File: src/gtpu_echo_responder_macros.svh
// Assertion macros for the echo responder RTL.
`ifndef GTPU_ECHO_RESPONDER_MACROS_SVH
`define GTPU_ECHO_RESPONDER_MACROS_SVH

// Same-cycle implication, checked outside reset.
`define GTE_ASSERT_IMPL(label, ante, cons, msg) \
    label: assert property (@(posedge i_clk) disable iff (!i_rst_n) (ante) |-> (cons)) \
        else $error(msg);

// Next-cycle implication, checked outside reset.
`define GTE_ASSERT_NEXT(label, ante, cons, msg) \
    label: assert property (@(posedge i_clk) disable iff (!i_rst_n) (ante) |=> (cons)) \
        else $error(msg);

`endif

File: src/gte_pkg.sv
// Types, constants and the response byte table for the echo responder.
package gte_pkg;

    localparam logic [7:0] FLAG_VERSION1 = 8'h20;
    localparam logic [7:0] FLAG_PT       = 8'h10;
    localparam logic [2:0] VERSION_1     = 3'd1;
    localparam logic [7:0] TYPE_ECHO_REQ = 8'd1;
    localparam logic [7:0] TYPE_ECHO_RSP = 8'd2;
    localparam logic [7:0] IE_RECOVERY   = 8'd14;
    localparam logic [7:0] LEN_NO_OPT    = 8'd2;
    localparam logic [7:0] LEN_OPT       = 8'd6;

    // Header offsets
    localparam logic [3:0] POS_FLAGS   = 4'd0;
    localparam logic [3:0] POS_TYPE    = 4'd1;
    localparam logic [3:0] POS_SEQ_HI  = 4'd8;
    localparam logic [3:0] POS_SEQ_LO  = 4'd9;
    localparam logic [3:0] POS_NPDU    = 4'd10;
    localparam logic [3:0] POS_MAX     = 4'd15;
    localparam logic [3:0] POS_MIN_HDR = 4'd7;   // last offset of the mandatory header
    localparam logic [3:0] POS_MIN_OPT = 4'd11;  // last offset with optional fields

    // Response byte indexes
    localparam logic [3:0] IDX_FLAGS    = 4'd0;
    localparam logic [3:0] IDX_TYPE     = 4'd1;
    localparam logic [3:0] IDX_LEN_LO   = 4'd3;
    localparam logic [3:0] IDX_SEQ_HI   = 4'd8;
    localparam logic [3:0] IDX_SEQ_LO   = 4'd9;
    localparam logic [3:0] IDX_NPDU     = 4'd10;
    localparam logic [3:0] IDX_IE       = 4'd12;
    localparam logic [3:0] IDX_OPT_SKIP = 4'd4;
    localparam logic [3:0] IDX_LAST_NO  = 4'd9;
    localparam logic [3:0] IDX_LAST_OPT = 4'd13;

    typedef struct packed {
        logic [7:0] in_byte;
        logic       in_last;
    } t_in_beat;

    typedef struct packed {
        logic [7:0] out_byte;
        logic       out_last;
    } t_out_beat;

    // One pending response: S and PN bits plus the copied fields
    typedef struct packed {
        logic [1:0]  opts;
        logic [15:0] seq;
        logic [7:0]  npdu;
    } t_job;

    // Index of the final response byte
    function automatic logic [3:0] resp_last_idx(input t_job job);
        return (job.opts != 2'b00) ? IDX_LAST_OPT : IDX_LAST_NO;
    endfunction

    // Response byte at a given index; short responses skip the optional block
    function automatic logic [7:0] resp_byte(input t_job job, input logic [3:0] idx);
        logic [3:0] k;
        logic [7:0] b;
        k = ((job.opts == 2'b00) && (idx >= IDX_SEQ_HI)) ? idx + IDX_OPT_SKIP : idx;
        case (k)
            IDX_FLAGS:  b = FLAG_VERSION1 | FLAG_PT | {6'd0, job.opts};
            IDX_TYPE:   b = TYPE_ECHO_RSP;
            IDX_LEN_LO: b = (job.opts != 2'b00) ? LEN_OPT : LEN_NO_OPT;
            IDX_SEQ_HI: b = job.opts[1] ? job.seq[15:8] : 8'd0;
            IDX_SEQ_LO: b = job.opts[1] ? job.seq[7:0] : 8'd0;
            IDX_NPDU:   b = job.opts[0] ? job.npdu : 8'd0;
            IDX_IE:     b = IE_RECOVERY;
            default:    b = 8'd0;
        endcase
        return b;
    endfunction

endpackage

File: src/gte_front.sv
// Front end: tracks byte offset, captures header fields, queues echo requests.
module gte_front import gte_pkg::*; (
    input  logic     i_clk,
    input  logic     i_rst_n,
    input  logic     i_valid,
    output logic     o_ready,
    input  t_in_beat i_data,
    input  logic     i_q_full,
    output logic     o_push,
    output t_job     o_push_job
);

    logic [3:0]  r_pos;
    logic [7:0]  r_flags;
    logic [7:0]  r_type;
    logic [15:0] r_seq;
    logic [7:0]  r_npdu;
    logic        w_accept;
    logic [1:0]  w_opts;
    logic        w_request_ok;

    // Only a final byte needs queue space
    assign o_ready  = !i_q_full || !i_data.in_last;
    assign w_accept = i_valid && o_ready;
    assign w_opts   = r_flags[1:0];

    // Echo request check; the fields it reads were captured on earlier beats
    assign w_request_ok = (r_flags[7:5] == VERSION_1) && (r_type == TYPE_ECHO_REQ)
                        && (r_pos >= POS_MIN_HDR)
                        && ((w_opts == 2'b00) || (r_pos >= POS_MIN_OPT));

    assign o_push          = w_accept && i_data.in_last && w_request_ok;
    assign o_push_job.opts = w_opts;
    assign o_push_job.seq  = r_seq;
    assign o_push_job.npdu = r_npdu;

    // Offset counter and field capture
    always_ff @(posedge i_clk) begin
        if (!i_rst_n) begin
            r_pos   <= '0;
            r_flags <= '0;
            r_type  <= '0;
            r_seq   <= '0;
            r_npdu  <= '0;
        end else if (w_accept) begin
            case (r_pos)
                POS_FLAGS:  r_flags     <= i_data.in_byte;
                POS_TYPE:   r_type      <= i_data.in_byte;
                POS_SEQ_HI: r_seq[15:8] <= i_data.in_byte;
                POS_SEQ_LO: r_seq[7:0]  <= i_data.in_byte;
                POS_NPDU:   r_npdu      <= i_data.in_byte;
                default: ;
            endcase
            if (i_data.in_last) begin
                r_pos <= '0;
            end else if (r_pos != POS_MAX) begin
                r_pos <= r_pos + 4'd1;
            end
        end
    end

endmodule

File: src/gte_queue.sv
// Small job queue between the front end and the response generator.
`include "gtpu_echo_responder_macros.svh"
module gte_queue import gte_pkg::*; #(
    parameter int DEPTH = 2
) (
    input  logic i_clk,
    input  logic i_rst_n,
    input  logic i_push,
    input  t_job i_push_job,
    output logic o_full,
    input  logic i_pop,
    output t_job o_pop_job,
    output logic o_empty
);

    localparam int PTR_W = (DEPTH > 1) ? $clog2(DEPTH) : 1;
    localparam int CNT_W = $clog2(DEPTH + 1);
    localparam logic [PTR_W-1:0] PTR_LAST = PTR_W'(DEPTH - 1);
    localparam logic [CNT_W-1:0] CNT_FULL = CNT_W'(DEPTH);

    t_job             r_slot [DEPTH];
    logic [PTR_W-1:0] r_wr;
    logic [PTR_W-1:0] r_rd;
    logic [CNT_W-1:0] r_count;

    assign o_full    = (r_count == CNT_FULL);
    assign o_empty   = (r_count == '0);
    assign o_pop_job = r_slot[r_rd];

    // Entry storage
    always_ff @(posedge i_clk) begin
        if (i_push) begin
            r_slot[r_wr] <= i_push_job;
        end
    end

    // Pointers and fill count
    always_ff @(posedge i_clk) begin
        if (!i_rst_n) begin
            r_wr    <= '0;
            r_rd    <= '0;
            r_count <= '0;
        end else begin
            if (i_push) begin
                r_wr <= (r_wr == PTR_LAST) ? '0 : r_wr + 1'b1;
            end
            if (i_pop) begin
                r_rd <= (r_rd == PTR_LAST) ? '0 : r_rd + 1'b1;
            end
            if (i_push && !i_pop) begin
                r_count <= r_count + 1'b1;
            end else if (!i_push && i_pop) begin
                r_count <= r_count - 1'b1;
            end
        end
    end

    `GTE_ASSERT_IMPL(a_no_overflow, i_push, !o_full, "queue push while full")
    `GTE_ASSERT_IMPL(a_no_underflow, i_pop, !o_empty, "queue pop while empty")
    `GTE_ASSERT_NEXT(a_push_lands, i_push && !i_pop, !o_empty, "pushed job not visible")
    `GTE_ASSERT_IMPL(a_count_bound, 1'b1, r_count <= CNT_FULL, "queue count out of range")

endmodule

File: src/gte_back.sv
// Back end: walks a queued job and emits the echo response through an output register.
module gte_back import gte_pkg::*; (
    input  logic      i_clk,
    input  logic      i_rst_n,
    input  logic      i_q_empty,
    input  t_job      i_q_job,
    output logic      o_pop,
    output logic      o_valid,
    input  logic      i_ready,
    output t_out_beat o_data
);

    logic       r_busy;
    logic [3:0] r_idx;
    t_job       r_job;
    logic       r_out_valid;
    t_out_beat  r_out;
    logic       w_load;
    logic       w_final;

    assign o_pop   = !r_busy && !i_q_empty;
    assign w_load  = !r_out_valid || i_ready;
    assign w_final = (r_idx == resp_last_idx(r_job));
    assign o_valid = r_out_valid;
    assign o_data  = r_out;

    // Job pickup, byte sequencing and output register
    always_ff @(posedge i_clk) begin
        if (!i_rst_n) begin
            r_busy      <= 1'b0;
            r_idx       <= '0;
            r_out_valid <= 1'b0;
        end else begin
            if (o_pop) begin
                r_busy <= 1'b1;
                r_job  <= i_q_job;
                r_idx  <= '0;
            end
            if (w_load) begin
                r_out_valid <= r_busy;
                if (r_busy) begin
                    r_out.out_byte <= resp_byte(r_job, r_idx);
                    r_out.out_last <= w_final;
                    r_idx          <= r_idx + 4'd1;
                    if (w_final) begin
                        r_busy <= 1'b0;
                    end
                end
            end
        end
    end

endmodule

File: src/gtpu_echo_responder.sv
// Top level of the GTP-U echo responder: front end, job queue, response generator.
//
//   Channel   Dir  Handshake           Payload
//   request   in   i_valid / o_ready   i_data (t_in_beat: in_byte, in_last)
//   response  out  o_valid / i_ready   o_data (t_out_beat: out_byte, out_last)
//
// Request bytes are taken one per cycle; a final beat stalls only while the job queue is full.
// A valid echo request enters the queue on its final beat; with the generator idle it is
// picked up from the queue, then the output register sends one beat per cycle while i_ready
// is high (10 or 14 beats). The job pickup leaves an idle gap between consecutive responses.
// Synchronous active-low reset clears the offset, captured fields, queue and output.
module gtpu_echo_responder import gte_pkg::*; #(
    parameter int QUEUE_DEPTH = 2
) (
    input  logic      i_clk,
    input  logic      i_rst_n,
    input  logic      i_valid,
    output logic      o_ready,
    input  t_in_beat  i_data,
    output logic      o_valid,
    input  logic      i_ready,
    output t_out_beat o_data
);

    logic w_push;
    t_job w_push_job;
    logic w_full;
    logic w_pop;
    t_job w_pop_job;
    logic w_empty;

    gte_front u_front (
        .i_clk      (i_clk),
        .i_rst_n    (i_rst_n),
        .i_valid    (i_valid),
        .o_ready    (o_ready),
        .i_data     (i_data),
        .i_q_full   (w_full),
        .o_push     (w_push),
        .o_push_job (w_push_job)
    );

    gte_queue #(
        .DEPTH (QUEUE_DEPTH)
    ) u_queue (
        .i_clk      (i_clk),
        .i_rst_n    (i_rst_n),
        .i_push     (w_push),
        .i_push_job (w_push_job),
        .o_full     (w_full),
        .i_pop      (w_pop),
        .o_pop_job  (w_pop_job),
        .o_empty    (w_empty)
    );

    gte_back u_back (
        .i_clk     (i_clk),
        .i_rst_n   (i_rst_n),
        .i_q_empty (w_empty),
        .i_q_job   (w_pop_job),
        .o_pop     (w_pop),
        .o_valid   (o_valid),
        .i_ready   (i_ready),
        .o_data    (o_data)
    );

endmodule

File: config.mk
export PLATFORM = sky130hd
export DESIGN_NAME = gtpu_echo_responder
export DESIGN_NICKNAME = d
export VERILOG_FILES = /design/src/gte_pkg.sv /design/src/gte_front.sv /design/src/gte_queue.sv /design/src/gte_back.sv /design/src/gtpu_echo_responder.sv
export VERILOG_INCLUDE_DIRS = /design/src /design/src/src
export SDC_FILE = /design/constraint.sdc
export NUM_CORES = 1
export LEC_CHECK = 0
export BUFFER_PORTS_ARGS = -buffer_cell sky130_fd_sc_hd__buf_2
export CORE_UTILIZATION = 55
export CTS_CLUSTER_DIAMETER = 40
export DETAILED_ROUTE_END_ITERATION = 8
export PLACE_DENSITY = 0.77
export SETUP_SLACK_MARGIN = 0.02
export SLEW_MARGIN = 20
export SYNTH_ARGS = -nofsm -noshare
export SYNTH_HDL_FRONTEND = slang
export SYNTH_HIERARCHICAL = 1
export SYNTH_SLANG_ARGS = --single-unit
File: constraint.sdc
create_clock -name i_clk -period 3.13 [get_ports i_clk]
set_input_delay 0.313 -clock i_clk [delete_from_list [all_inputs] [get_ports i_clk]]
set_output_delay 0.313 -clock i_clk [all_outputs]
set_load 0.02 [all_outputs]
Yosys cells after proc, flatten, opt, wreduce, memory -nomap -nowiden
Memory sizes are Yosys's and may differ from the RTL's. A register that Yosys moved wholly into a read port is not among the register bits.
Cells that the tools add are included.
- bits in registers: 63
- bits of input ports: 13
- memory bits (read-only): 0
- bits in writable memories: 52
- word-level logic and storage cells: 98
- memories: 1
- output and inout port bits: 11
- bits in latches: 0
- memory list (name ; depth ; width ; rd ports ; clocked after Yosys merged registers in ; write ports ; RTL line ; RTL):
    u_queue.r_slot ; 2 ; 26 ; 1 ; 1 ; 1 ; gte_queue.sv:21 ; t_job r_slot [DEPTH];
- multipliers: 0
- magnitude comparators: 3
- multiplexer cells: 22
- reductions and logical operators: 36
- bitwise logic cells: 0
- div/mod/pow operators: 0
- add/subtract/negate cells: 7
- equality and inequality tests: 15
- shift operators: 0
- operator list (kind ; count):
    8-bit one-hot mux with 7 select lines ; 1
    4-bit == test (second input constant) ; 7
    4-bit 2-to-1 mux ; 6
    8-bit 2-to-1 mux ; 3
    2-bit AND reduction ; 7
    1-bit logical AND ; 10
    4-bit by 1-bit adder with 4-bit output (second input constant) ; 2
    4-bit by 1-bit == test with 1-bit output (second input constant) ; 2
    8-bit by 1-bit == test with 1-bit output (second input constant) ; 1
    4-bit greater-or-equal comparator (second input constant) ; 2
    4-bit zero test ; 2
    1-bit 2-to-1 mux ; 8
    1-bit zero test ; 7
    2-bit zero test ; 3
    3-bit 2-to-1 mux ; 2
    2-bit nonzero test ; 3
    4-bit by 3-bit adder with 4-bit output (second input constant) ; 1
    4-bit by 2-bit == test with 1-bit output (second input constant) ; 1
    4-bit == test ; 1
    4-bit by 3-bit greater-or-equal comparator with 1-bit output (second input constant) ; 1
    2-bit 2-to-1 mux ; 2
    4-bit != test (second input constant) ; 1
    3-bit by 1-bit == test with 1-bit output (second input constant) ; 1
    1-bit logical OR ; 3
    5 further kinds ; 6

Longest topological paths before layout
- depth in word-level cells: 10
- depth in mapped cells: 8
- depth with buffers taken out: 8

Hierarchy
The synthesis kept the hierarchy.
- by module, submodules not included (module ; sequential area each (um^2) ; area each (um^2) ; instances ; cells an instance):
    gte_queue ; 1661.6 ; 2093.3 ; 1 ; 103
    gte_front ; 820.8 ; 1924.3 ; 1 ; 224
    gte_back ; 1171.1 ; 1736.7 ; 1 ; 129

Worst setup path before layout
Ideal clock, no wire load.
- path type: flip-flop to flip-flop
- start point: reg u_front.r_type[7]
- end point: mem u_queue/r_slot[0][0] (netlist bit), enable pin
- path buffers: 0
- setup time: 0.413 ns
- required time: 2.717 ns
- cell stages (with the launch flop): 5
- period minus slack after synthesis: 2.825 ns
- path slack: 0.305 ns
- arrival: 2.412 ns
- cells stage by stage: dfxtp_1 -> or4b_1 -> nor3_1 -> and3_1 -> nor2b_1
- longest elaborated chain between the ends: 7
- RTL lines (element ; RTL line ; RTL):
    from (decl) ; gte_front.sv:15 ; logic [7:0] r_type;
    from (signal assigned) ; gte_front.sv:48 ; POS_TYPE: r_type <= i_data.in_byte;
    8-bit by 1-bit == test with 1-bit output ; gte_front.sv:28 ; assign w_request_ok = (r_flags[7:5] == VERSION_1) && (r_type == TYPE_ECHO_REQ)
    1-bit logical AND ; gte_front.sv:28 ;
    1-bit logical AND ; gte_front.sv:29 ; && (r_pos >= POS_MIN_HDR)
    1-bit logical AND ; gte_front.sv:30 ; && ((w_opts == 2'b00) || (r_pos >= POS_MIN_OPT));
    1-bit logical AND ; gte_front.sv:32 ; assign o_push = w_accept && i_data.in_last && w_request_ok;
    net w_push ; gtpu_echo_responder.sv:25 ; logic w_push;
    1-bit 2-to-1 mux ; gte_queue.sv:32 ; if (i_push) begin
    1-bit 2-to-1 mux (implied by the code) ; gte_queue.sv:33 ; r_slot[r_wr] <= i_push_job;
    to (decl) ; gte_queue.sv:21 ;
The timed path passes the listed nets, and every way through them passes these cells.

Worst setup path after layout
- start point: reg u_queue.r_count[0]
- end point: out o_ready
- longest elaborated chain between the ends: 3
- RTL lines (element ; RTL line ; RTL):
    from (decl) ; gte_queue.sv:24 ; logic [CNT_W-1:0] r_count;
    from (signal assigned) ; gte_queue.sv:51 ; r_count <= r_count + 1'b1;
    from (signal assigned) ; gte_queue.sv:53 ; r_count <= r_count - 1'b1;
    2-bit == test ; gte_queue.sv:26 ; assign o_full = (r_count == CNT_FULL);
    net w_full ; gtpu_echo_responder.sv:27 ; logic w_full;
    1-bit zero test ; gte_front.sv:23 ; assign o_ready = !i_q_full || !i_data.in_last;
    1-bit logical OR ; gte_front.sv:23 ;
    to (decl) ; gtpu_echo_responder.sv:18 ; output logic o_ready,
The timed path passes the listed nets, and every way through them passes these cells.

==> metrics.md <==
| Metric | Value |
|---|---|
| Status | `finished, final reports clean` |
| Vias in the first global route | `3565` |
| TNS Setup | `0 ps` |
| Syn. warnings | `6` |
| Post-synthesis async set-or-reset flop share | `0` |
| Mapped Cells | `~460` |
| CTS buffer count | `17` |
| Post-synthesis register bit count | `139` |
| Post-Route WL | `10700 um` |
| Slowest cell on the critical path | `dfxtp_1` |
| Seq/Total Area, Yosys | `0.635` |
| NumNets Final | `493` |
| Crit-path cells | `and2b_2, and2_1, inv_2, buf_2` |
| I/O pin cnt | `24` |
| Worst setup margin | `roughly 890 ps` |
| Synth unique cells | `54` |
| Clk pwr share | `0.392` |
| Crit Path Category | `reg -> out` |
| Critical Path Start Type | `flop` |
| Grt total ovfl | `0` |
| Slew margin rel. | `0.353` |
| Hold path depth | `3` |
| Area Growth Syn to Fin | `12.1%` |
| Initial core utilization | `0.578` |
| Die area | `0.0109 mm2` |
| # hold bufs at CTS | `0` |
| Die height | `104 um` |
| CP required | `2820 ps` |
| Hold WS | `103 ps` |
| GPL Wtd Cong | `0.843` |
| Hold Vio Cnt, Final | `0` |
| ANT nets after route | `0` |
| CTS Root Cell | `clkbuf_8` |
| Max_cap viols | `0` |
| Min Tclk post-route | `roughly 2200 ps` |
| Netlist Area Pre-Place | `about 0.0058 mm2` |
| Max Slew Vio Count | `0` |
| Final HPWL DP | `6860 um` |
| Initial antenna violation count | `0` |
| Clk buf depth | `2` |
| RSZ-0062 raised after global routing | `false` |
| H-tree levels | `4` |
| IO Port Bufs | `23` |
| Post-Route Skew | `10.8 ps` |
| Fmax | `0.447 GHz` |
| Hold Path Class | `in -> reg` |
| Crit share post-route | `0.714` |
| First-pass GRT wire length | `between 15000 and 20000 um` |
| Routed len/inst | `17.3 um` |
| Syn Area/Cell | `12.6 um2` |
| Largest net degree at the start of global routing | `41` |
| Net Sw Power | `1.13 mW` |
| Antenna diode count | `0` |
| Crit path depth | `4` |
| DRT iter0 DRCs | `221` |
| # DRC | `0` |
| Post-CTS resize count | `0` |
| Clock sinks | `139` |
| DR vias/cell | `just over 6` |
| Worst r2r path cells | `5` |
| Main synth FF type | `edfxtp_1` |
| Cell Rows | `36` |
| Final setup fails | `0` |
| Layout cells sized above 1 | `0.190` |
| Seq pwr share | `0.476` |
| TritonCTS clock tree | `built` |
| First-pass DRT Iterations | `5` |
| Filler cells | `~730` |
| CP max stage delay | `about 400 ps` |
| Synth Net Count | `479` |
| Number of synthesized flops with an enable pin | `87` |
| CP arrival | `between 1500 and 2000 ps` |
| Int Pwr | `approximately 3.4 mW` |
| Total GRT Usage | `0.212` |
| R2R setup slack | `900 ps` |
| Pre-CTS setup slack | `954 ps` |
| CP top delay family | `buffers and inverters` |
| Core area | `0.00995 mm2` |
| Via count | `approximately 3700` |
| Die X | `104 um` |
| Worst-Margin Slew | `a little under 1000 ps` |
| Switching share of power | `0.248` |
| Combinational share of power | `0.133` |
| Maximum VDD drop | `0.442 mV` |
| Total power | `4.57 mW` |
| Pwr/cell area | `709 mW/mm2` |
| Pleak | `2.10 nW` |
| Clock latency on the worst-skew pair | `510 ps` |
| Critical path capture point type | `primary output` |
| Clk slew on worst S/H paths | `60 ps` |
| CP bufs+invs | `2` |
| Crit Path Max Fanout | `25` |
| Postcts setup bufs | `0` |
[worst reg2reg max path: cells and delay by family, from the launching register on]
kind	cells	cell delay, ps
flip-flops	1	600
buffers and inverters	1	170
adder cells (fa/ha/maj)	1	330
AO/OA/AOI/OAI	1	90
AND/OR/NAND/NOR	2	860
[worst paths after layout]
check,startpoint,end
worst min-delay path,i_data[3],u_front/r_seq[2]
worst max-delay path,u_queue/r_count[0],o_ready
worst max register to register,u_back/r_idx[2],u_back/o_data[2]
worst min register to register,u_front/r_npdu[6],u_queue/r_slot[1][6]
[area by class of cell]
| cell class | instances | area (um2) | area share |
|---|---|---|---|
| Clock inverter | 10 | 100 | 0.0155 |
| Timing Repair Buffer | 30 | 168 | 0.0260 |
| Multi-Input combinational cell | 269 | 1880 | 0.292 |
| Clock buffer | 22 | 433 | 0.0671 |
| Inverter | 13 | 48.8 | 0.00756 |
| Tap cell | 133 | 166 | 0.0258 |
| Sequential cell | 139 | 3650 | 0.566 |
[sequential cells by signal, summed over array words and instances (netlist names), 2 cells and up, named ones only]
| signal | count |
|---|---|
| u_front/r_npdu | 8 |
| u_queue/r_count | 2 |
| u_front/r_pos | 4 |
| u_back/o_data | 9 |
| u_front/r_flags | 5 |
| u_front/r_seq | 16 |
| u_queue/r_slot | 52 |
| u_back/r_job | 26 |
| u_back/r_idx | 4 |
| u_front/r_type | 8 |
[kinds of logic (layout without fill, tap and decap cells)]
group	after synthesis	count (layout)	synth area share
compound gates	124	124	0.135
xor+xnor	4	4	0.00609
fa+ha+maj	10	10	0.0217
buf+inv	48	75	0.0383
flops	139	139	0.635
mux	28	28	0.0544
simple gates	103	103	0.110
[cells in the mapped netlist (all sizes together) (6+ instances only)]
library cell | instances | area share
edfxtp | 87 | 0.45
dfxtp | 52 | 0.18
a21oi | 45 | 0.039
o21ai | 28 | 0.024
mux2 | 26 | 0.051
o31ai | 25 | 0.033
nand4 | 24 | 0.026
nand3 | 20 | 0.017
buf | 18 | 0.019
clkbuf | 17 | 0.011
inv | 13 | 0.0085
and2 | 11 | 0.012
ha | 10 | 0.022
nand2 | 9 | 0.0059
nor2 | 6 | 0.0039
[stage by stage]
step,area (um2),util,cells
floorplan,5750,-,456
global placement,5920,0.595,584
detailed placement,5920,0.595,584
CTS,6450,0.648,616
global route,6450,0.648,616
finish,6450,0.648,616
[cells in the final DEF (no fill, tap or decap), drive strengths merged, types with 2 or more instances in the layout]
cell type and n:
o41ai 2, clkbuf 22, edfxtp 87, or4b 2, o21ai 28, a31oi 4
o31ai 25, and3 3, clkinv 7, o211ai 2, inv 13, nor3 3
mux2i 2, dfxtp 52, mux2 26, a22oi 3, or3 4, o311ai 2
buf 30, nand3b 2, a222oi 4, or4 2, nand4 24, nor2b 4
nand2 9, bufinv 2, xor2 2, nand2b 2, a21oi 45, ha 10
xnor2 2, a21boi 3, nand3 20, nor2 6, nor3b 4, and2 11
[layer usage]
| metal | global-route usage | routed length, um | part of all wire | vias up |
|---|---|---|---|---|
| met5 | 0 | 0 | 0 | - |
| met4 | 0.0816 | 159 | 0.015 | 0 |
| met3 | 0.0595 | 576 | 0.054 | 15 |
| met2 | 0.338 | 5220 | 0.49 | 141 |
| met1 | 0.273 | 4720 | 0.44 | 1804 |
| li1 | - | - | - | 1776 |
[power groups by stage]
stage / combinational [mW] / sequential, mW / clock, mW
2_1_floorplan: 0.465 / 2.20 / 0
4_1_cts: 0.604 / 2.17 / 1.82
3_5_place_dp: 0.601 / 2.21 / 0
5_1_grt: 0.661 / 2.19 / 1.92
6_report: 0.607 / 2.18 / 1.79
3_3_place_gp: 0.587 / 2.21 / 0
Power figures use the tool's default switching activity.
